==> src/hw/rtl/bb3_pkg.sv <==
// Shared types, constants and the three-tap rounding function for the
// binomial blur block. Depends on nothing; every other RTL file imports it.
`timescale 1ns / 1ps
`default_nettype none

package bb3_pkg;

  localparam int MAX_WIDTH = 2048;
  localparam int MAX_HEIGHT = 2048;

  localparam int PIX_W = 8;
  localparam int CFG_W = 12;
  localparam int COL_W = $clog2(MAX_WIDTH);
  localparam int ROW_W = $clog2(MAX_HEIGHT);

  localparam int REG_INDEX_W = 1;
  localparam logic [REG_INDEX_W-1:0] REG_IMAGE_WIDTH = 1'd0;
  localparam logic [REG_INDEX_W-1:0] REG_IMAGE_HEIGHT = 1'd1;

  localparam logic [CFG_W-1:0] IMAGE_WIDTH_RESET = 12'd640;
  localparam logic [CFG_W-1:0] IMAGE_HEIGHT_RESET = 12'd480;

  // The depth must be a power of two so that the pointers wrap by themselves.
  localparam int JOB_FIFO_DEPTH = 4;
  localparam int JOB_PTR_W = $clog2(JOB_FIFO_DEPTH);

  typedef struct packed {
    logic [COL_W-1:0] col;
    logic [ROW_W-1:0] row;
    logic [PIX_W-1:0] h;
    logic             last_row;
    logic             last_step;
    logic             frame_end;
  } job_t;

  function automatic logic [PIX_W-1:0] taps3(input logic [PIX_W-1:0] a,
                                             input logic [PIX_W-1:0] b,
                                             input logic [PIX_W-1:0] c);
    logic [PIX_W+1:0] sum;
    sum = (PIX_W+2)'(a) + ((PIX_W+2)'(b) << 1) + (PIX_W+2)'(c) + (PIX_W+2)'(2);
    return sum[PIX_W+1:2];
  endfunction

endpackage

`default_nettype wire

==> src/hw/rtl/bb3_front.sv <==
// Front end of the blur: configuration registers, raster position counters and
// the horizontal filter. Turns each request into up to two column jobs. Uses bb3_pkg.
`timescale 1ns / 1ps
`default_nettype none

module bb3_front
  import bb3_pkg::*;
(
  input  wire logic                   clk,
  input  wire logic                   rst,
  input  wire logic                   cfg_write,
  input  wire logic [REG_INDEX_W-1:0] cfg_index,
  input  wire logic [CFG_W-1:0]       cfg_data,
  input  wire logic                   in_valid,
  output logic                        in_ready,
  input  wire logic [PIX_W-1:0]       pixel_in,
  input  wire logic                   room_two,
  output logic                        push_first,
  output logic                        push_second,
  output job_t                        job_first,
  output job_t                        job_second
);

  logic [CFG_W-1:0] image_width;
  logic [CFG_W-1:0] image_height;
  logic [COL_W-1:0] column_count;
  logic [ROW_W-1:0] row_count;
  logic [PIX_W-1:0] prev_a;
  logic [PIX_W-1:0] prev_b;

  logic [CFG_W-1:0] width_eff;
  logic [CFG_W-1:0] height_eff;
  logic             accept;
  logic             row_end;
  logic             last_row;
  logic             has_left;
  logic [PIX_W-1:0] h_left;
  logic [PIX_W-1:0] h_edge;
  job_t             job_left;
  job_t             job_edge;

  always_comb begin
    if (image_width == '0) begin
      width_eff = CFG_W'(1);
    end else if (image_width > CFG_W'(MAX_WIDTH)) begin
      width_eff = CFG_W'(MAX_WIDTH);
    end else begin
      width_eff = image_width;
    end
    if (image_height == '0) begin
      height_eff = CFG_W'(1);
    end else if (image_height > CFG_W'(MAX_HEIGHT)) begin
      height_eff = CFG_W'(MAX_HEIGHT);
    end else begin
      height_eff = image_height;
    end
  end

  assign in_ready = room_two;
  assign accept   = in_valid && in_ready;
  assign row_end  = CFG_W'(column_count) >= (width_eff - CFG_W'(1));
  assign last_row = CFG_W'(row_count) >= (height_eff - CFG_W'(1));
  assign has_left = column_count != '0;

  assign h_left = taps3((column_count >= COL_W'(2)) ? prev_b : prev_a, prev_a, pixel_in);
  assign h_edge = taps3(has_left ? prev_a : pixel_in, pixel_in, pixel_in);

  always_comb begin
    job_left.col       = column_count - COL_W'(1);
    job_left.row       = row_count;
    job_left.h         = h_left;
    job_left.last_row  = last_row;
    job_left.last_step = !row_end;
    job_left.frame_end = 1'b0;

    job_edge.col       = column_count;
    job_edge.row       = row_count;
    job_edge.h         = h_edge;
    job_edge.last_row  = last_row;
    job_edge.last_step = 1'b1;
    job_edge.frame_end = last_row;
  end

  // The first slot always holds the earliest job of the request.
  assign job_first   = has_left ? job_left : job_edge;
  assign job_second  = job_edge;
  assign push_first  = accept && (has_left || row_end);
  assign push_second = accept && has_left && row_end;

  always_ff @(posedge clk) begin
    if (rst) begin
      image_width  <= IMAGE_WIDTH_RESET;
      image_height <= IMAGE_HEIGHT_RESET;
    end else if (cfg_write) begin
      case (cfg_index)
        REG_IMAGE_WIDTH:  image_width  <= cfg_data;
        REG_IMAGE_HEIGHT: image_height <= cfg_data;
        default: ;
      endcase
    end
  end

  always_ff @(posedge clk) begin
    if (rst) begin
      column_count <= '0;
      row_count    <= '0;
      prev_a       <= '0;
      prev_b       <= '0;
    end else if (accept) begin
      prev_b <= prev_a;
      prev_a <= pixel_in;
      if (row_end) begin
        column_count <= '0;
        row_count    <= last_row ? '0 : row_count + ROW_W'(1);
      end else begin
        column_count <= column_count + COL_W'(1);
      end
    end
  end

endmodule

`default_nettype wire

==> config.mk <==
export PLATFORM = sky130hd
export DESIGN_NAME = bb3_front
export DESIGN_NICKNAME = d
export VERILOG_FILES = /design/src/hw/rtl/bb3_pkg.sv /design/src/hw/rtl/bb3_front.sv
export SDC_FILE = /design/constraint.sdc
export NUM_CORES = 1
export LEC_CHECK = 0
export ABC_AREA = 1
export ABC_CLOCK_PERIOD_IN_PS = 5400
export BUFFER_PORTS_ARGS = -buffer_cell sky130_fd_sc_hd__buf_2
export CORE_AREA = 2 2 101 103
export CTS_CLUSTER_SIZE = 14
export DETAILED_ROUTE_END_ITERATION = 10
export DIE_AREA = 0 0 103 105
export PLACE_DENSITY = 0.78
export SKIP_LAST_GASP = 1
export SYNTH_ARGS = -nofsm -noshare
export SYNTH_HDL_FRONTEND = slang
export SYNTH_SLANG_ARGS = --single-unit
==> constraint.sdc <==
create_clock -name clk -period 5.4 [get_ports clk]
set_clock_uncertainty 0.05 [all_clocks]
set_input_delay 0.81 -clock clk [delete_from_list [all_inputs] [get_ports clk]]
set_output_delay 0.81 -clock clk [all_outputs]
set_load 0.005 [all_outputs]
-- Word-level counts from Yosys, hierarchy flattened
Index checks and enable logic that the tools add are counted.
W data, S select, Z words.
- register bits: 62
- input port bits: 26
- output and inout bits: 69
- word-level logic and storage cells: 44
- $add $sub $neg: 11
- order comparisons: 5
- mux-type cells: 9
- bitwise operators: 1
- reductions and logical operators: 12
- operators by type and width (cell ; number):
    $mux W12 ; 4
    $mux W33 ; 1
    $ge A11 B12 Y1 ; 2
    $gt A12 B12 Y1 const B ; 2
    $logic_not A12 Y1 ; 2
    $sub A12 B1 Y12 const B ; 2
    $add A11 B1 Y11 const B ; 2
    $mux W11 ; 2
    $add A10 B2 Y10 const B ; 2
    $add A10 B8 Y10 ; 2
    $add A8 B9 Y10 ; 2
    $mux W8 ; 2
    $ge A11 B2 Y1 const B ; 1
    $reduce_bool A11 Y1 ; 1
    $sub A11 B1 Y11 const B ; 1
    $reduce_and A2 Y1 ; 3
    $logic_and A1 B1 Y1 ; 4
    $logic_not A1 Y1 ; 1
    $logic_or A1 B1 Y1 ; 1
    $not A1 Y1 ; 1

-- Longest topological paths before layout
- depth in word-level cells: 7
- gate-level depth with buffers: 22
- depth with buffers taken out: 22

-- Worst setup path before layout
No wires, ideal clock.
- path kind: reg2out
- start: reg column_count[0]
- end: out job_first[8] (netlist name)
- arrival time: 3079 ps
- required time: 4540 ps
- setup slack: 1461 ps
- cell stages (with the launch flop): 21
- buffers on the path: 1
- path through: dfxtp_1 > inv_2 > ha_1 > nand2_1 > nor2_4 > nand2_4 > inv_1 > buf_2 > nand2_1 > o21ai_0 > fa_1 > ha_1 > nand2_1 > nor2_1 > nand3_1 > o211ai_2 > nand2_2 > nand2_2 > xor2_2 > nand2_1 > nand2_1
- RTL lines (what ; line ; text):
    start, declared ; bb3_front.sv:26 ; logic [COL_W-1:0] column_count;
    start signal, assigned ; bb3_front.sv:116 ; column_count <= column_count + COL_W'(1);
    end, declared ; bb3_front.sv:20 ; output job_t job_first,

==> reports/metrics.cfg <==
[run_status]
outcome=completed

[global_route]
grt_pass1_wl_um=21500
antenna_found_initial=1
grt_pass1_vias=4897
grt_max_degree=43
grt_overflow=0
grt_usage_pct=24.3

[finish]
register_area_mm2=0.00124
drive_above_1_share_pct=17.3
fillCellCount=906
final_nets=906
area_delta_synth_final_pct=12.3
multi_input_area_mm2=0.00338
final_cell_area_mm2=0.00583
final_cell_count_no_fill=961

[die]
core_mm2=0.00964
std_cell_rows=36
initial_core_util_pct=53.9
die-area_mm2=0.0108
ios=95
die_height_um=105
die_x_um=103

[power]
peakVddDrop_v=0.000139
netSwitchingFraction_pct=36.6
clkPwrFrac_pct=28.8
combPwrFrac_pct=37.5
finalPower_w=0.00147
p_int_w=0.000929
p_sw_w=0.000537
power_density_mw_per_mm2=251
seqPwrFrac_pct=33.7
p_leak_nw=2.95

[synthesis]
seq_area_frac_synth_pct=23.9
async_flop_share_pct=0
post-synth-top-count-cell=nand2_1
synth_commonest_cells=147 x nand2_1, 91 x inv_1, 79 x o21ai_0
synth-edff-count=0
ys_warn_count=0
synth_nets=836
netlist_instances=752
netlist_top_cells_area=dfxtp_1 24%, ha_1 11%, nand2_1 11%
syn-cell-area_mm2=0.00519
yosysTopAreaCell=dfxtp_1
synth_cell_types=48
synthFlopType=dfxtp_1
synth_top_area_share_pct=23.9
avgSynthCellArea_um2=6.90
ys_ff_latch=62

[drt]
drtIter0Drc=238
routedWlPerCell_um=13.1
viasPerCell=5.31
drc=0
ant_nets=0
vias=5106
firstDrtPassIters=5
wirelength_um=12600

[sta]
fin_crit_sh_pct=93.3
tns_ns=0
setup_violations=0
slew_headroom_pct=30.1
tightest_slew_ns=1.05
fmax_mhz=198
finalCriticalPeriod_ns=5.04
finalMaxSlewViolations=0
finalHoldViolations=0
rsz0062_at_grt=false

[placed_design]
dp.cells=944
gp_congestion=0.931
io_buffers=93
dp_hpwl_um=10100
placed_area_mm2=0.00562

[worst_setup_path]
path_cells=inv_1 -> ha_1 -> nand2_1 -> nor2_4 -> nand2_4 -> inv_1 -> buf_4 -> nand2_1 -> o21ai_0 -> fa_1 -> ha_1 -> a21oi_1 -> nor2_1 -> a211oi_1 -> nand3_1 -> and2_1 -> buf_2
path_class=reg2out
crit_path_end_kind=primary output
critPathRequiredTime_ns=4.54
crit_arrival_ns=4.18
slowest_delay_ns=0.46
start_kind=flip-flop
path_max_fanout=16
cp_slowest_cell=fa_1
reg2reg_depth=22

[min_path]
worstHoldPathType=reg2reg
whs_path_depth=2

[clock_tree]
numCtsBuffers=9
cts_root_buf=clkbuf_8
ctsHtreeMaxLevel=3
worst_skew_pair.late_latency_ns=0.35
ctsLongestPathBuffers=2
cts.sinks=62
tritoncts=done
postCtsSetupBuffers=0
clk_pin_slew_ns=0.08
ctsResizeCount=0
hold_buffers=0

[run]
cap_violations=0

power by group through the flow:
| stage | Clock [W] | Combinational [W] | Sequential, W |
|---|---|---|---|
| global placement | 0 | 0.000526 | 0.000503 |
| global route | 0.000452 | 0.000630 | 0.000497 |
| detailed placement | 0 | 0.000547 | 0.000504 |
| finish | 0.000422 | 0.000549 | 0.000494 |
| CTS | 0.000427 | 0.000550 | 0.000494 |
| floorplan | 0 | 0.000387 | 0.000500 |
critical path, delay by kind of cell, from the launching register on:
family                   cells  cell delay (ns)
buffers and inverters        4             0.89
adder cells (fa/ha/maj)      3             1.02
flip-flops                   1             0.39
AND/OR/NAND/NOR              7             0.87
AO/OA/AOI/OAI                3             0.63
worst paths after layout:
check	slack [ns]	start	end
setup reg to reg	1.41	image_width[6]$_SDFFE_PP0P_	row_count[3]$_SDFFE_PP0P_
hold / removal	0.41	prev_b[1]$_SDFFE_PP0P_	prev_b[1]$_SDFFE_PP0P_
hold reg to reg	0.41	prev_b[1]$_SDFFE_PP0P_	prev_b[1]$_SDFFE_PP0P_
setup / recovery	0.36	column_count[1]$_SDFFE_PP0P_	job_second[9]
stage by stage:
stage          hold slack (ns)  util (%)  worst slack [ns]
6_report                 0.411      60.5             0.362
5_1_grt                  0.432      60.4             0.101
3_5_place_dp             0.403      58.3             0.780
4_1_cts                  0.413      60.4             0.378
3_3_place_gp             0.396      58.3             0.970
2_1_floorplan            0.380         -              1.46
area by class of cell:
| class | instances | area share, % |
|---|---|---|
| clock inverter | 6 | 1.20 |
| sequential | 62 | 21.3 |
| inverter | 94 | 6.05 |
| antenna | 1 | 0.0429 |
| multi-input combinational | 560 | 58.0 |
| timing repair buffer | 95 | 8.24 |
| tap | 133 | 2.85 |
| clock buffer | 10 | 2.36 |
kinds of logic after synthesis:
group                    after synthesis  share of synthesized area (%)
multiplexers                           1                          0.217
other                                  1                         0.0722
buffers and inverters                130                           11.0
adder cells (fa/ha/maj)               58                           15.7
XOR/XNOR                              32                           5.69
AND/OR/NAND/NOR                      317                           28.1
AO/OA/AOI/OAI                        151                           15.3
flip-flops                            62                           23.9
cell usage in the layout (no fill, tap or decap), types with 2 or more instances in the layout:
cell type	n
dfxtp_1	62
nor2_4	2
inv_1	91
xor2_2	2
inv_2	2
nand3_2	3
xor2_1	26
and3_1	3
a21oi_1	58
nand2_2	9
o21ai_0	79
xnor2_1	4
buf_4	2
nand3_1	39
nor2_1	71
nand2_4	3
nand4_1	7
a21o_1	2
a22oi_1	3
clkbuf_8	10
ha_1	46
nor3_1	12
a211oi_1	2
and2_1	3
clkinvlp_4	3
nand2_1	147
buf_2	93
nor2_2	3
nor3_2	2
nor4_1	2
nand3b_1	6
fa_1	12
registers in the layout, indices dropped and copies added (netlist names):
register	count
prev_b	8
image_height	12
column_count	11
row_count	11
prev_a	8
image_width	12
metal layers:
| layer | routed length [µm] | GRT usage [%] |
|---|---|---|
| met1 | 5330 | 29.6 |
| met3 | 675 | 4.41 |
| met2 | 6220 | 42.0 |
| met4 | 351 | 9.21 |
| met5 | 0 | 0 |
No activity file was read; power rests on OpenSTA's default activity.
