[config.mk]
export PLATFORM = sky130hd
export DESIGN_NAME = bb3_job_fifo
export DESIGN_NICKNAME = d
export VERILOG_FILES = /design/src/hw/rtl/bb3_pkg.sv /design/src/hw/rtl/bb3_job_fifo.sv
export SDC_FILE = /design/constraint.sdc
export NUM_CORES = 1
export LEC_CHECK = 0
export ABC_AREA = 1
export BUFFER_PORTS_ARGS = -buffer_cell sky130_fd_sc_hd__buf_2
export CORE_ASPECT_RATIO = 0.7
export CORE_MARGIN = 3
export CORE_UTILIZATION = 50
export CTS_CLUSTER_SIZE = 16
export DETAILED_ROUTE_END_ITERATION = 8
export PLACE_DENSITY = 0.77
export SLEW_MARGIN = 40
export SYNTH_ARGS = -nofsm -noshare
export SYNTH_HDL_FRONTEND = slang
export SYNTH_SLANG_ARGS = --single-unit
[constraint.sdc]
create_clock -name clk -period 4.3 [get_ports clk]
set_input_delay 0 -clock clk [delete_from_list [all_inputs] [get_ports clk]]
set_output_delay 0 -clock clk [all_outputs]
set_load 0.03 [all_outputs]
[src/hw/rtl/bb3_pkg.sv]
// Shared types, constants and the three-tap rounding function for the
// binomial blur block. Depends on nothing; every other RTL file imports it.
`timescale 1ns / 1ps
`default_nettype none

package bb3_pkg;

  localparam int MAX_WIDTH = 2048;
  localparam int MAX_HEIGHT = 2048;

  localparam int PIX_W = 8;
  localparam int CFG_W = 12;
  localparam int COL_W = $clog2(MAX_WIDTH);
  localparam int ROW_W = $clog2(MAX_HEIGHT);

  localparam int REG_INDEX_W = 1;
  localparam logic [REG_INDEX_W-1:0] REG_IMAGE_WIDTH = 1'd0;
  localparam logic [REG_INDEX_W-1:0] REG_IMAGE_HEIGHT = 1'd1;

  localparam logic [CFG_W-1:0] IMAGE_WIDTH_RESET = 12'd640;
  localparam logic [CFG_W-1:0] IMAGE_HEIGHT_RESET = 12'd480;

  // The depth must be a power of two so that the pointers wrap by themselves.
  localparam int JOB_FIFO_DEPTH = 4;
  localparam int JOB_PTR_W = $clog2(JOB_FIFO_DEPTH);

  typedef struct packed {
    logic [COL_W-1:0] col;
    logic [ROW_W-1:0] row;
    logic [PIX_W-1:0] h;
    logic             last_row;
    logic             last_step;
    logic             frame_end;
  } job_t;

  function automatic logic [PIX_W-1:0] taps3(input logic [PIX_W-1:0] a,
                                             input logic [PIX_W-1:0] b,
                                             input logic [PIX_W-1:0] c);
    logic [PIX_W+1:0] sum;
    sum = (PIX_W+2)'(a) + ((PIX_W+2)'(b) << 1) + (PIX_W+2)'(c) + (PIX_W+2)'(2);
    return sum[PIX_W+1:2];
  endfunction

endpackage

`default_nettype wire

[src/hw/rtl/bb3_job_fifo.sv]
// Short queue of column jobs between the horizontal front end and the vertical
// back end. Takes up to two jobs, gives one per cycle on pop_ready; uses bb3_pkg.
`timescale 1ns / 1ps
`default_nettype none

module bb3_job_fifo
  import bb3_pkg::*;
(
  input  wire logic clk,
  input  wire logic rst,
  input  wire logic push_first,
  input  wire logic push_second,
  input  wire job_t job_first,
  input  wire job_t job_second,
  output logic      room_two,
  output logic      pop_valid,
  input  wire logic pop_ready,
  output job_t      pop_job
);

  job_t                 entries [JOB_FIFO_DEPTH];
  logic [JOB_PTR_W-1:0] wr_ptr;
  logic [JOB_PTR_W-1:0] rd_ptr;
  logic [JOB_PTR_W:0]   count;
  logic [JOB_PTR_W:0]   count_next;
  logic                 pop;

  assign pop_valid = count != '0;
  assign pop_job   = entries[rd_ptr];
  assign pop       = pop_valid && pop_ready;
  assign room_two  = count <= (JOB_PTR_W+1)'(JOB_FIFO_DEPTH - 2);

  always_comb begin
    count_next = count + (JOB_PTR_W+1)'(push_first) + (JOB_PTR_W+1)'(push_second)
                 - (JOB_PTR_W+1)'(pop);
  end

  always_ff @(posedge clk) begin
    if (push_first) begin
      entries[wr_ptr] <= job_first;
    end
    if (push_second) begin
      entries[wr_ptr + JOB_PTR_W'(1)] <= job_second;
    end
  end

  always_ff @(posedge clk) begin
    if (rst) begin
      wr_ptr <= '0;
      rd_ptr <= '0;
      count  <= '0;
    end else begin
      wr_ptr <= wr_ptr + JOB_PTR_W'(push_first) + JOB_PTR_W'(push_second);
      if (pop) begin
        rd_ptr <= rd_ptr + JOB_PTR_W'(1);
      end
      count <= count_next;
    end
  end

`ifndef SYNTHESIS
  a_second_needs_first: assert property (@(posedge clk) disable iff (rst)
    push_second |-> push_first)
    else $error("second job pushed without a first");

  a_no_overflow: assert property (@(posedge clk) disable iff (rst)
    count <= (JOB_PTR_W+1)'(JOB_FIFO_DEPTH))
    else $error("job queue overflow");

  a_push_with_room: assert property (@(posedge clk) disable iff (rst)
    push_first |-> room_two)
    else $error("job pushed without room for two");
`endif

endmodule

`default_nettype wire

# Word level (Yosys, flattened, before mapping)
# Memories as Yosys holds them, arrays and structs flattened. A register that Yosys moved wholly into a read port is not among the register bits.
# Cells that the tools add are included.
# W data, S select, Z words.
[op_classes]
add_sub_neg = 7
n_mul = 0
n_div = 0
magnitude_cmp = 1
n_eq_ne = 0
n_shift = 0
muxes = 6
n_bitwise = 0
reduce_logical = 2
[ops]
columns = ["cell", "count"]
rows = [
  ["$add A3 B1 Y3", 2],
  ["$add A2 B1 Y2", 2],
  ["$add A2 B1 Y2 const B", 2],
  ["$mux W1", 4],
  ["$mux W2", 2],
  ["$le A3 B2 Y1 const B", 1],
  ["$reduce_bool A3 Y1", 1],
  ["$sub A3 B1 Y3", 1],
  ["$logic_and A1 B1 Y1", 1],
]
[totals]
register_bits = 7
latch_bits = 0
mem_bits_rw = 132
mem_bits_ro = 0
inputBits = 71
mem_count = 1
[mem_list]
columns = ["name", "depth", "width", "rd", "rd_clocked_by_memory_dff", "write_ports", "line", "source"]
rows = [
  ["entries", 4, 33, 1, 1, 2, "bb3_job_fifo.sv:21", "job_t entries [JOB_FIFO_DEPTH];"],
]

# Logic depth before layout (Yosys ltp)
# Gate-level depths: netlist of the first run.
[logic_depth]
word_depth = 4
depth_mapped = 8

# Least setup slack after synthesis of the first run
# Ideal clock, no wire load.
[synth_path]
path_kind = "register to register"
from = "register wr_ptr[0]"
to = "memory entries[3][0] (netlist name) (enable)"
setup_time_ns = 0.473
arrival_ns = 3.080
t_required_ns = 3.827
path_slack_ns = 0.747
path_stages_with_launch = 3
period_less_slack_ns = 3.553
cell_sequence = "dfxtp_1 -> inv_1 -> o31ai_1"
[synth_lines]
columns = ["item", "line", "source"]
rows = [
  ["from (decl)", "bb3_job_fifo.sv:22", "logic [JOB_PTR_W-1:0] wr_ptr;"],
  ["from (signal assigned)", "bb3_job_fifo.sv:53", "wr_ptr <= wr_ptr + JOB_PTR_W'(push_first) + JOB_PTR_W'(push_second);"],
  ["to (decl)", "bb3_job_fifo.sv:21", ""],
]

==> key figures, run 1 <==
Run status
  • Outcome: finished clean

STA
  • Setup TNS: 0 ns
  • Slew @ Worst Pin: 0.723 ns
  • Final hold violations: 0
  • Final WS setup: 1.71 ns
  • Unrepaired setup endpoints after global routing: no
  • Pins Over Slew Limit: 0
  • Tmin final: 2.59 ns
  • Skew final: 0.00783 ns
  • Hold slack: 0.0549 ns
  • Final worst path period share: 0.601
  • Finish-stage setup viols: 0
  • Max Fclk: 387 MHz
  • Max_slew headroom: 0.518

Floorplanning
  • I/O pin total: 106
  • Die Width: 146 um
  • Die height: 104 um
  • Starting Density: 0.516
  • Floorplan row count: 35
  • Die ar.: 15200 sq um
  • Core area: 13300 sq um

Setup path
  • Critical path startpoint: wr_ptr[0]
  • Req. time, crit path: 4.46 ns
  • Crit-path max FO: 35
  • CP max-delay cell: dlygate4sd3_1
  • Critical path arrival: 2.75 ns
  • CP bufs+invs: 2
  • Kind of critical path: reg2reg
  • Endpoint type of the worst setup path: register
  • Worst R2R Setup Slack: 1.71 ns
  • CP startpoint kind: register
  • CP Cell Sequence: nand3_2, buf_4, nand2_1, o21ai_0, dlygate4sd3_1
  • CP delay by family, top: buffers and inverters
  • Critical R2R Capture: entries[2][14]
  • Worst reg2reg path startpoint: wr_ptr[0]
  • Worst Reg-to-Reg Cells: 5
  • Largest stage delay on the critical path: 0.57 ns

Drt
  • Vias per cell: 5.36
  • Post-DR wirelength/cell: 16.1 um
  • Final WL: 17500 um
  • DRC viols: 0
  • Final ANT Viol Nets: 0
  • DR vias: 5819
  • 1st-pass router iterations: 5
  • DRT iter0 DRCs: 546

Yosys
  • Simple-Gate Fraction of Synth Area: 0.124
  • Syn Inst Count: 702
  • Cell area after synthesis: 6850 sq um
  • Sequential-to-total area share from yosys stat: 0.605
  • Synth warn: 0
  • Syn Nets: 778
  • Xor/xnor cell area share of the yosys netlist: 0.00256
  • Largest family of logic cells by synthesized area: compound AO/OA/AOI/OAI gates
  • Post-synthesis mux area share: 0
  • Synth Area in Adders: 0.0124
  • Compound-Gate Fraction of Synth Area: 0.184
  • Yosys cell types: 26
  • #FFs+latches synth: 141
  • Mean area per synthesized cell: 9.76 sq um

Place
  • Estimated wirelength of the detail-placed design: 9750 um
  • Placed Cells: 953
  • Worst slack after detailed placement: 1.89 ns
  • GPL Wtd Cong: 0.811
  • Port Buf Inserts: 105

Global route
  • GR Overflow Total: 0
  • Vias in the first global route: 5809
  • Pin count of the biggest net entering global routing: 68
  • Global Route Usage Sum: 0.234
  • First-pass GRT wire length: 28400 um
  • Initial antenna violation count: 0

Clocking
  • Clock Sinks: 141
  • Worst-path clk slew: 0.06 ns
  • Total CTS buffers: 17
  • Root Buffer: clkbuf_16
  • Htree depth: 4
  • Worst-Skew Late Latency: 0.42 ns
  • Max clock buf depth: 2
  • CTS hold repair buffers: 101
  • TritonCTS clock tree: built
  • CTS resizes: 0
  • Post-CTS setup buffers: 0

Cells and area
  • Final nets: 964
  • Share of cells above drive strength 1: 0.174
  • N_diodes: 0
  • Fillers: 984
  • Synth-to-Final Area Change: 31.8%
  • Util after Layout: 0.681
  • Layout Cells excl Fill: 1086

Hold path
  • Worst hold start: push_first
  • Hold path depth: 4
  • Hold Path End: count[0]
  • Worst hold-check path type: in2reg

Pwr
  • Peak supply drop: 0.335 mV
  • P_leak: 3.74 nW
  • Logic gate share of total power: 0.298
  • Psw: 1.58 mW
  • Clock power frac: 0.321
  • Sw Share: 0.335
  • Sequential share of power: 0.381
  • Pwr Density: 523 nW/um^2
  • Cell Int Power: 3.14 mW

Flow run
  • Max cap viols: 0
-- worst max path at each step --
stage | to | slack [ns] | depth (start not counted)
5_1_grt | entries[2][14] | 1.61 | 5
4_1_cts | entries[2][14] | 1.80 | 5
3_3_place_gp | entries[2][17] | 1.91 | 4
6_report | entries[2][14] | 1.71 | 5
3_5_place_dp | entries[2][18] | 1.89 | 4
2_1_floorplan | entries[3][0] | 0.75 | 2
-- layout make-up --
type	count	area, sq um	area share
timing repair buffer	215	1600	0.178
multi-input combinational	465	2260	0.250
clock inverter	12	170	0.0188
sequential	141	4150	0.459
clock buffer	20	437	0.0483
tap	185	231	0.0256
inverter	48	183	0.0202
-- worst min-delay path: stages --
cell    delay (ns)
buf_2         0.15
fa_1          0.18
inv_1         0.04
nor2_1        0.07
-- power groups by stage --
stage               Clock (mW)  Sequential [mW]  Combinational, mW
finish                    1.52             1.80               1.41
global route              1.58             1.82               1.54
CTS                       1.53             1.80               1.40
detailed placement           0             1.83               1.30
global placement             0             1.82               1.27
floorplan                    0             1.82              0.933
-- synthesized netlist by cell type --
cell type  count  area, sq um
o21ai_0      148          741
nand2_1      139          522
edfxtp_1     132         3960
nor2_1        75          282
inv_1         47          176
o21ai_1       46          230
o22ai_1       33          206
clkbuf_1      20         75.1
buf_6         16          180
buf_2          9         45.0
dfxtp_1        9          180
o21ai_2        4         35.0
clkbuf_2       3         15.0
fa_1           3         60.1
nand3_2        3         30.0
o31ai_1        3         22.5
a21oi_1        2         10.0
ha_1           2         25.0
a21boi_0       1         7.51
a21o_1         1         7.51
inv_2          1         3.75
nand2_2        1         6.26
nand3_1        1         5.00
nor2_2         1         6.26
xnor2_1        1         8.76
xor2_1         1         8.76
-- per-layer routing --
metal,track usage,vias up,wire (um)
li1,-,2818,-
met1,0.313,2746,7630
met2,0.385,230,8370
met3,0.0531,25,1260
met4,0.0678,0,217
met5,0,-,0
-- sequential cells by signal, summed over array words and instances (netlist names), named ones only --
register / flops
count: 3
wr_ptr: 2
entries: 132
rd_ptr: 2
-- cells in the final DEF, fill, tap and decap left out --
cell type / instances
dfxtp_2: 1
a21oi_1: 2
nor2_2: 1
o21ai_2: 4
inv_1: 45
o31ai_4: 3
a21o_1: 1
nand3_1: 1
clkbuf_1: 3
clkbuf_16: 17
inv_4: 1
fa_1: 3
clkinv_1: 3
dfxtp_1: 8
clkinv_2: 1
edfxtp_1: 132
clkinv_4: 3
o21ai_0: 148
bufinv_16: 4
nand3_2: 3
dlygate4sd3_1: 101
nand2_4: 1
ha_1: 2
buf_2: 105
clkinvlp_4: 1
o21ai_1: 46
inv_2: 2
buf_4: 9
xor2_1: 1
nor2_1: 75
a21boi_0: 1
xnor2_1: 1
nand2_2: 1
o22ai_1: 33
nand2_1: 138
-- per-stage QoR --
step / power (mW) / cell area (sq um)
finish: 4.72 / 9030
detailed placement: 3.13 / 7410
global route: 4.94 / 9030
floorplan: 2.75 / 6850
global placement: 3.09 / 7410
CTS: 4.73 / 9030
-- cell families after synthesis --
| group | count (synthesis) |
|---|---|
| xor+xnor | 2 |
| simple gates | 220 |
| flops | 141 |
| fa+ha+maj | 5 |
| compound gates | 238 |
| buf+inv | 96 |
Note: power is estimated with default switching activity, not from simulation.
==> run 2: changes to the inputs <==
--- a/config.mk
+++ b/config.mk
@@ -12,7 +12,7 @@
 export CORE_UTILIZATION = 50
 export CTS_CLUSTER_SIZE = 16
 export DETAILED_ROUTE_END_ITERATION = 8
-export PLACE_DENSITY = 0.77
+export PLACE_DENSITY = 0.79
 export SLEW_MARGIN = 40
 export SYNTH_ARGS = -nofsm -noshare
 export SYNTH_HDL_FRONTEND = slang
==> constraint.sdc (replaced) <==
create_clock -name clk -period 2.3 [get_ports clk]
set_input_delay 0 -clock clk [delete_from_list [all_inputs] [get_ports clk]]
set_output_delay 0 -clock clk [all_outputs]
set_load 0.03 [all_outputs]
==> run 2 against run 1 <==
  * Non-clock buffer count grew 9
  * Routed wire length is 4.0% higher
  * Sequential cell count unchanged
  * Clock power is 85% higher
  * Power is 89% higher
  * Sequential power grew 87%
==> key figures, run 2 (same netlist as run 1, synthesis figures left out) <==
Cells and area
  • Most common cell after layout, fill and taps aside: o21ai_0
  • Top reg by flops: entries
  • Largest regs: entries x132, count x3
  • Most frequent cells in the layout: o21ai_0, nand2_1, edfxtp_1
  • Fillers: 949 (-3.6%)
  • Final nets: 973 (+0.93%)
  • Synth-to-Final Area Change: 32.8%
  • Max reg flops: 132 (unchanged)
  • Layout Cells excl Fill: 1093 (+0.64%)
  • N_diodes: 0 (unchanged)
  • Share of cells above drive strength 1: 0.194 (+0.0196)

Drt
  • DR vias: 5938 (+2.0%)
  • DRC viols: 0 (unchanged)
  • Post-DR wirelength/cell: 16.6 um (+3.4%)
  • Final ANT Viol Nets: 0 (unchanged)
  • Met1 WL: 7510 um (-1.7%)
  • Top Layer Used: met4
  • DRT iter0 DRCs: 501 (-8.2%)
  • Met2 wire len: 8610 um (+2.9%)
  • Vias per cell: 5.43 (+1.4%)
  • Final WL: 18200 um (+4.0%)
  • Met3 wire len: 1850 um (+46%)
  • 1st-pass router iterations: 5 (unchanged)

Floorplanning
  • Die Width: 146 um (unchanged)
  • Core area: 13300 sq um (unchanged)
  • Die height: 104 um (unchanged)
  • I/O pin total: 106 (unchanged)
  • Floorplan row count: 35 (unchanged)
  • Starting Density: 0.516 (unchanged)
  • Die ar.: 15200 sq um (unchanged)

Pwr
  • Peak supply drop: 0.702 mV (+110%)
  • P_leak: 3.80 nW (+1.5%)
  • Pwr Density: 981 nW/um^2 (+87%)

Clocking
  • Post-CTS setup buffers: 0 (unchanged)
  • TritonCTS clock tree: built
  • Htree depth: 4 (unchanged)
  • Worst-Skew Late Latency: 0.41 ns (about the same)
  • Total CTS buffers: 17 (unchanged)
  • Worst-path clk slew: 0.05 ns (about the same)
  • Clock Sinks: 141 (unchanged)
  • Max clock buf depth: 2 (unchanged)
  • Root Buffer: clkbuf_16

Setup path
  • CP Cell Sequence: nor2_2, nand2_2, buf_6, o21ai_0, dlygate4sd3_1
  • CP startpoint kind: register
  • CP max-delay cell: dlygate4sd3_1
  • Largest stage delay on the critical path: 0.57 ns (about the same)
  • Critical path arrival: 2.27 ns (-0.48 ns)
  • Endpoint type of the worst setup path: register
  • Kind of critical path: reg2reg
  • Crit-path max FO: 36 (+2.9%)
  • Req. time, crit path: 2.45 ns (-2.01 ns)

STA
  • Max_slew headroom: 0.653 (+0.135)
  • Hold slack: 0.0144 ns (-0.0406 ns)
  • Tmin final: 2.12 ns (-0.470 ns)
  • Final worst path period share: 0.920 (+0.319)
  • Finish-stage setup viols: 0 (unchanged)
  • Skew final: 0.0116 ns (+0.00377 ns)
  • Unrepaired setup endpoints after global routing: no
  • Max Fclk: 473 MHz (+22%)
  • Final hold violations: 0 (unchanged)
  • Pins Over Slew Limit: 0 (unchanged)
  • Slew @ Worst Pin: 0.520 ns (-0.203 ns)
  • Setup TNS: 0 ns (unchanged)

Place
  • Estimated wirelength of the detail-placed design: 10500 um (+7.8%)
  • Placed Cells: 969 (+1.7%)
  • Port Buf Inserts: 105 (unchanged)
  • GPL Wtd Cong: 0.818 (+0.91%)

Global route
  • Initial antenna violation count: 0 (unchanged)
  • GR Overflow Total: 0 (unchanged)
  • First-pass GRT wire length: 29500 um (+3.7%)
  • Vias in the first global route: 5869 (+1.0%)
  • Pin count of the biggest net entering global routing: 47 (-31%)
  • Global Route Usage Sum: 0.245 (+0.0111)

Run status
  • Outcome: finished clean

Flow run
  • Max cap viols: 0 (unchanged)

Hold path
  • Worst hold-check path type: in2reg
run 2: changes by cell type in the layout (fill, tap and decap cells not counted), sizes merged:
cell / before / now
buf: 114 / 130
clkbuf: 20 / 18
clkinv: 7 / 6
clkinvlp: 1 / 2
dlygate4sd3: 101 / 94
run 2: stage by stage:
step	total power [mW]	setup slack [ns]	instance area [sq um]	util
global placement	5.89	0.360	7550	0.569
detailed placement	5.95	0.276	7550	0.569
CTS	8.91	0.0901	9090	0.685
floorplan	5.14	-0.262	6870	-
finish	8.93	0.184	9100	0.686
global route	9.32	0.0644	9100	0.686
run 2: layout make-up:
| cell class | count | area, sq um | area share |
|---|---|---|---|
| multi-input cells | 465 | 2260 | 0.248 |
| clock inverters | 12 | 173 | 0.0190 |
| well taps | 185 | 231 | 0.0254 |
| clock buffers | 18 | 429 | 0.0471 |
| flip-flops and latches | 141 | 4150 | 0.455 |
| inverters | 48 | 180 | 0.0198 |
| repair buffers | 224 | 1690 | 0.185 |
run 2: where the power goes:
part / total, mW / switching, mW / internal [mW]
clock: 2.81 / 1.02 / 1.80
sequential: 3.36 / 0.100 / 3.26
combinational: 2.76 / 1.89 / 0.868
run 2: worst paths after layout:
path / start / end / slack (ns) / cells past startpoint
worst min-delay path: job_second[4] / entries[0][4] / 0.01 / 3
worst min register to register: rd_ptr[0] / register / 0.48 / 2
worst max-delay path: wr_ptr[0] / entries[1][15] / 0.18 / 5
worst max register to register: wr_ptr[0] / entries[1][15] / 0.18 / 5
run 2: what timing repair did:
action                                  4_1_cts  5_1_grt
resized for setup                             0        3
hold buffers                                 94        0
endpoints found under the setup margin        0        4
endpoints found under the hold margin       141        0
run 2: routing by layer:
layer / up-vias / track usage
met5: - / 0
met4: 0 / 0.0820
met3: 29 / 0.0492
met2: 328 / 0.395
met1: 2742 / 0.334
li1: 2839 / -
run 2: worst max-delay path, delay by kind of cell, from the launching register on:
kind | cells | cell delay (ns)
buffers and inverters | 2 | 0.87
flip-flops | 1 | 0.51
AO/OA/AOI/OAI | 1 | 0.12
AND/OR/NAND/NOR | 2 | 0.35
==> run 3: changes to the inputs <==
==> constraint.sdc (replaced) <==
create_clock -name clk -period 2.3 [get_ports clk]
set_input_delay 0.46 -clock clk [delete_from_list [all_inputs] [get_ports clk]]
set_output_delay 0.46 -clock clk [all_outputs]
set_load 0.03 [all_outputs]
==> run 3 against run 2 <==
  * Worst setup slack got worse by 0.095 ns
  * Critical path depth fell by 1
  * Clock skew fell by 0.0046 ns
  * First-iteration DRC count fell by 11%
  * Critical path type is now reg2out
  * Critical endpoint is now pop_job[2]
  * Largest power group unchanged
==> key figures, run 3 (same netlist as run 1, synthesis figures left out) <==
Clocking
  • Worst-Skew Late Latency: 0.41 ns (about the same)
  • Clock Sinks: 141 (unchanged)
  • Root Buffer: clkbuf_16
  • Total CTS buffers: 17 (unchanged)
  • Worst-path clk slew: 0.06 ns (about the same)
  • CTS hold repair buffers: 0 (-100%)
  • TritonCTS clock tree: built
  • Htree depth: 4 (unchanged)
  • Max clock buf depth: 2 (unchanged)

STA
  • Setup TNS: 0 ns (unchanged)
  • Unrepaired setup endpoints after global routing: no
  • Max_slew headroom: 0.678 (+0.0250)
  • Final hold violations: 0 (unchanged)
  • Max Fclk: 452 MHz (-4.3%)
  • Tmin final: 2.21 ns (+0.0952 ns)
  • Finish-stage setup viols: 0 (unchanged)
  • Slew @ Worst Pin: 0.482 ns (-0.0376 ns)
  • Final WS setup: 0.0890 ns (-0.0952 ns)
  • Skew final: 0.00697 ns (-0.00463 ns)
  • Pins Over Slew Limit: 0 (unchanged)
  • Hold slack: 0.287 ns (+0.273 ns)
  • Final worst path period share: 0.961 (+0.0414)

Place
  • Post-Place Cell Area: 7550 sq um (about the same)
  • GPL Wtd Cong: 0.805 (-1.5%)
  • Placed Cells: 967 (-0.21%)
  • Port Buf Inserts: 105 (unchanged)
  • Worst slack after detailed placement: 0.187 ns (-0.0896 ns)
  • Estimated wirelength of the detail-placed design: 10300 um (-2.2%)

Cells and area
  • Synth-to-Final Area Change: 18.8%
  • Final nets: 877 (-9.9%)
  • Most common cell after layout, fill and taps aside: o21ai_0
  • Share of cells above drive strength 1: 0.213 (+0.0190)
  • Util after Layout: 0.613 (-0.0726)
  • Final instance area: 8140 sq um (-11%)
  • N_diodes: 0 (unchanged)
  • Max reg flops: 132 (unchanged)
  • Largest regs: entries x132, count x3
  • Most frequent cells in the layout: o21ai_0, nand2_1, edfxtp_1
  • Layout Cells excl Fill: 998 (-8.7%)
  • Top reg by flops: entries

Drt
  • DRC viols: 0 (unchanged)
  • DR vias: 5321 (-10%)
  • Post-DR wirelength/cell: 16.0 um (-3.7%)
  • Final ANT Viol Nets: 0 (unchanged)
  • DRT iter0 DRCs: 445 (-11%)
  • 1st-pass router iterations: 6 (+1)
  • Vias per cell: 5.33 (-1.9%)
  • Final WL: 16000 um (-12%)

Pwr
  • Pwr Density: 1060 nW/um^2 (+7.7%)
  • Final Power: 8.60 mW (-3.7%)
  • Peak supply drop: 0.563 mV (-20%)
  • P_leak: 3.39 nW (-11%)

Floorplanning
  • Die height: 104 um (unchanged)
  • I/O pin total: 106 (unchanged)
  • Starting Density: 0.516 (unchanged)
  • Core area: 13300 sq um (unchanged)
  • Die Width: 146 um (unchanged)
  • Die ar.: 15200 sq um (unchanged)
  • Floorplan row count: 35 (unchanged)

Global route
  • First-pass GRT wire length: 25300 um (-14%)
  • Vias in the first global route: 4996 (-15%)
  • Initial antenna violation count: 1 (+1)
  • Global Route Usage Sum: 0.214 (-0.0311)
  • GR Overflow Total: 0 (unchanged)
  • Pin count of the biggest net entering global routing: 55 (+17%)

Setup path
  • CP startpoint kind: register
  • Crit-path max FO: 34 (-5.6%)
  • Req. time, crit path: 1.84 ns (-0.61 ns)
  • Critical path arrival: 1.75 ns (-0.52 ns)
  • Kind of critical path: reg2out
  • Endpoint type of the worst setup path: output port

Flow run
  • Max cap viols: 0 (unchanged)

Run status
  • Outcome: finished clean

Hold path
  • Worst hold-check path type: in2reg
run 3: cell count changes in the layout (fill, tap and decap cells not counted), sizes merged:
cell / previous run / this run
dlygate4sd3: 94 / 0
buf: 130 / 127
clkinv: 6 / 8
bufinv: 4 / 3
clkinvlp: 2 / 3
run 3: area by class of cell:
| class | instances | area (sq um) |
|---|---|---|
| tap | 185 | 231 |
| inverter | 48 | 180 |
| fill | 1057 | 5130 |
| timing repair buffer | 128 | 742 |
| clock buffer | 17 | 425 |
| sequential | 141 | 4150 |
| clock inverter | 14 | 153 |
| multi-input combinational | 465 | 2260 |
run 3: repair_timing:
item                                    CTS  global route
buffers inserted                          0             0
endpoints found under the setup margin    0             2
resized for setup                         0             3
run 3: power by group:
part	switching, mW	internal [mW]	total (mW)
Sequential	0.101	3.26	3.36
Combinational	1.81	0.737	2.55
Clock	1.01	1.68	2.69
Total	2.93	5.67	8.60
run 3: path summary, 6_finish.rpt:
path         startpoint          to  slack, ns  cells after the start
min reg2reg   rd_ptr[0]   rd_ptr[0]       0.50                      2
min                 rst   wr_ptr[0]       0.29                      2
max            register  pop_job[2]       0.09                      4
max reg2reg    count[0]    count[2]       0.29                      8
run 3: per-layer routing:
| layer | vias up | global-route usage | wire length, um |
|---|---|---|---|
| li1 | 2650 | - | - |
| met1 | 2399 | 0.296 | 6970 |
| met2 | 254 | 0.332 | 7290 |
| met3 | 16 | 0.0662 | 1610 |
| met4 | 2 | 0.0515 | 112 |
| met5 | - | 0 | 13 |
run 3: critical path, cell delays in order, from the launching register on:
cell     delay [ns]
dfxtp_2        0.34
buf_4          0.33
o21ai_0        0.15
o22ai_1        0.27
buf_2          0.26
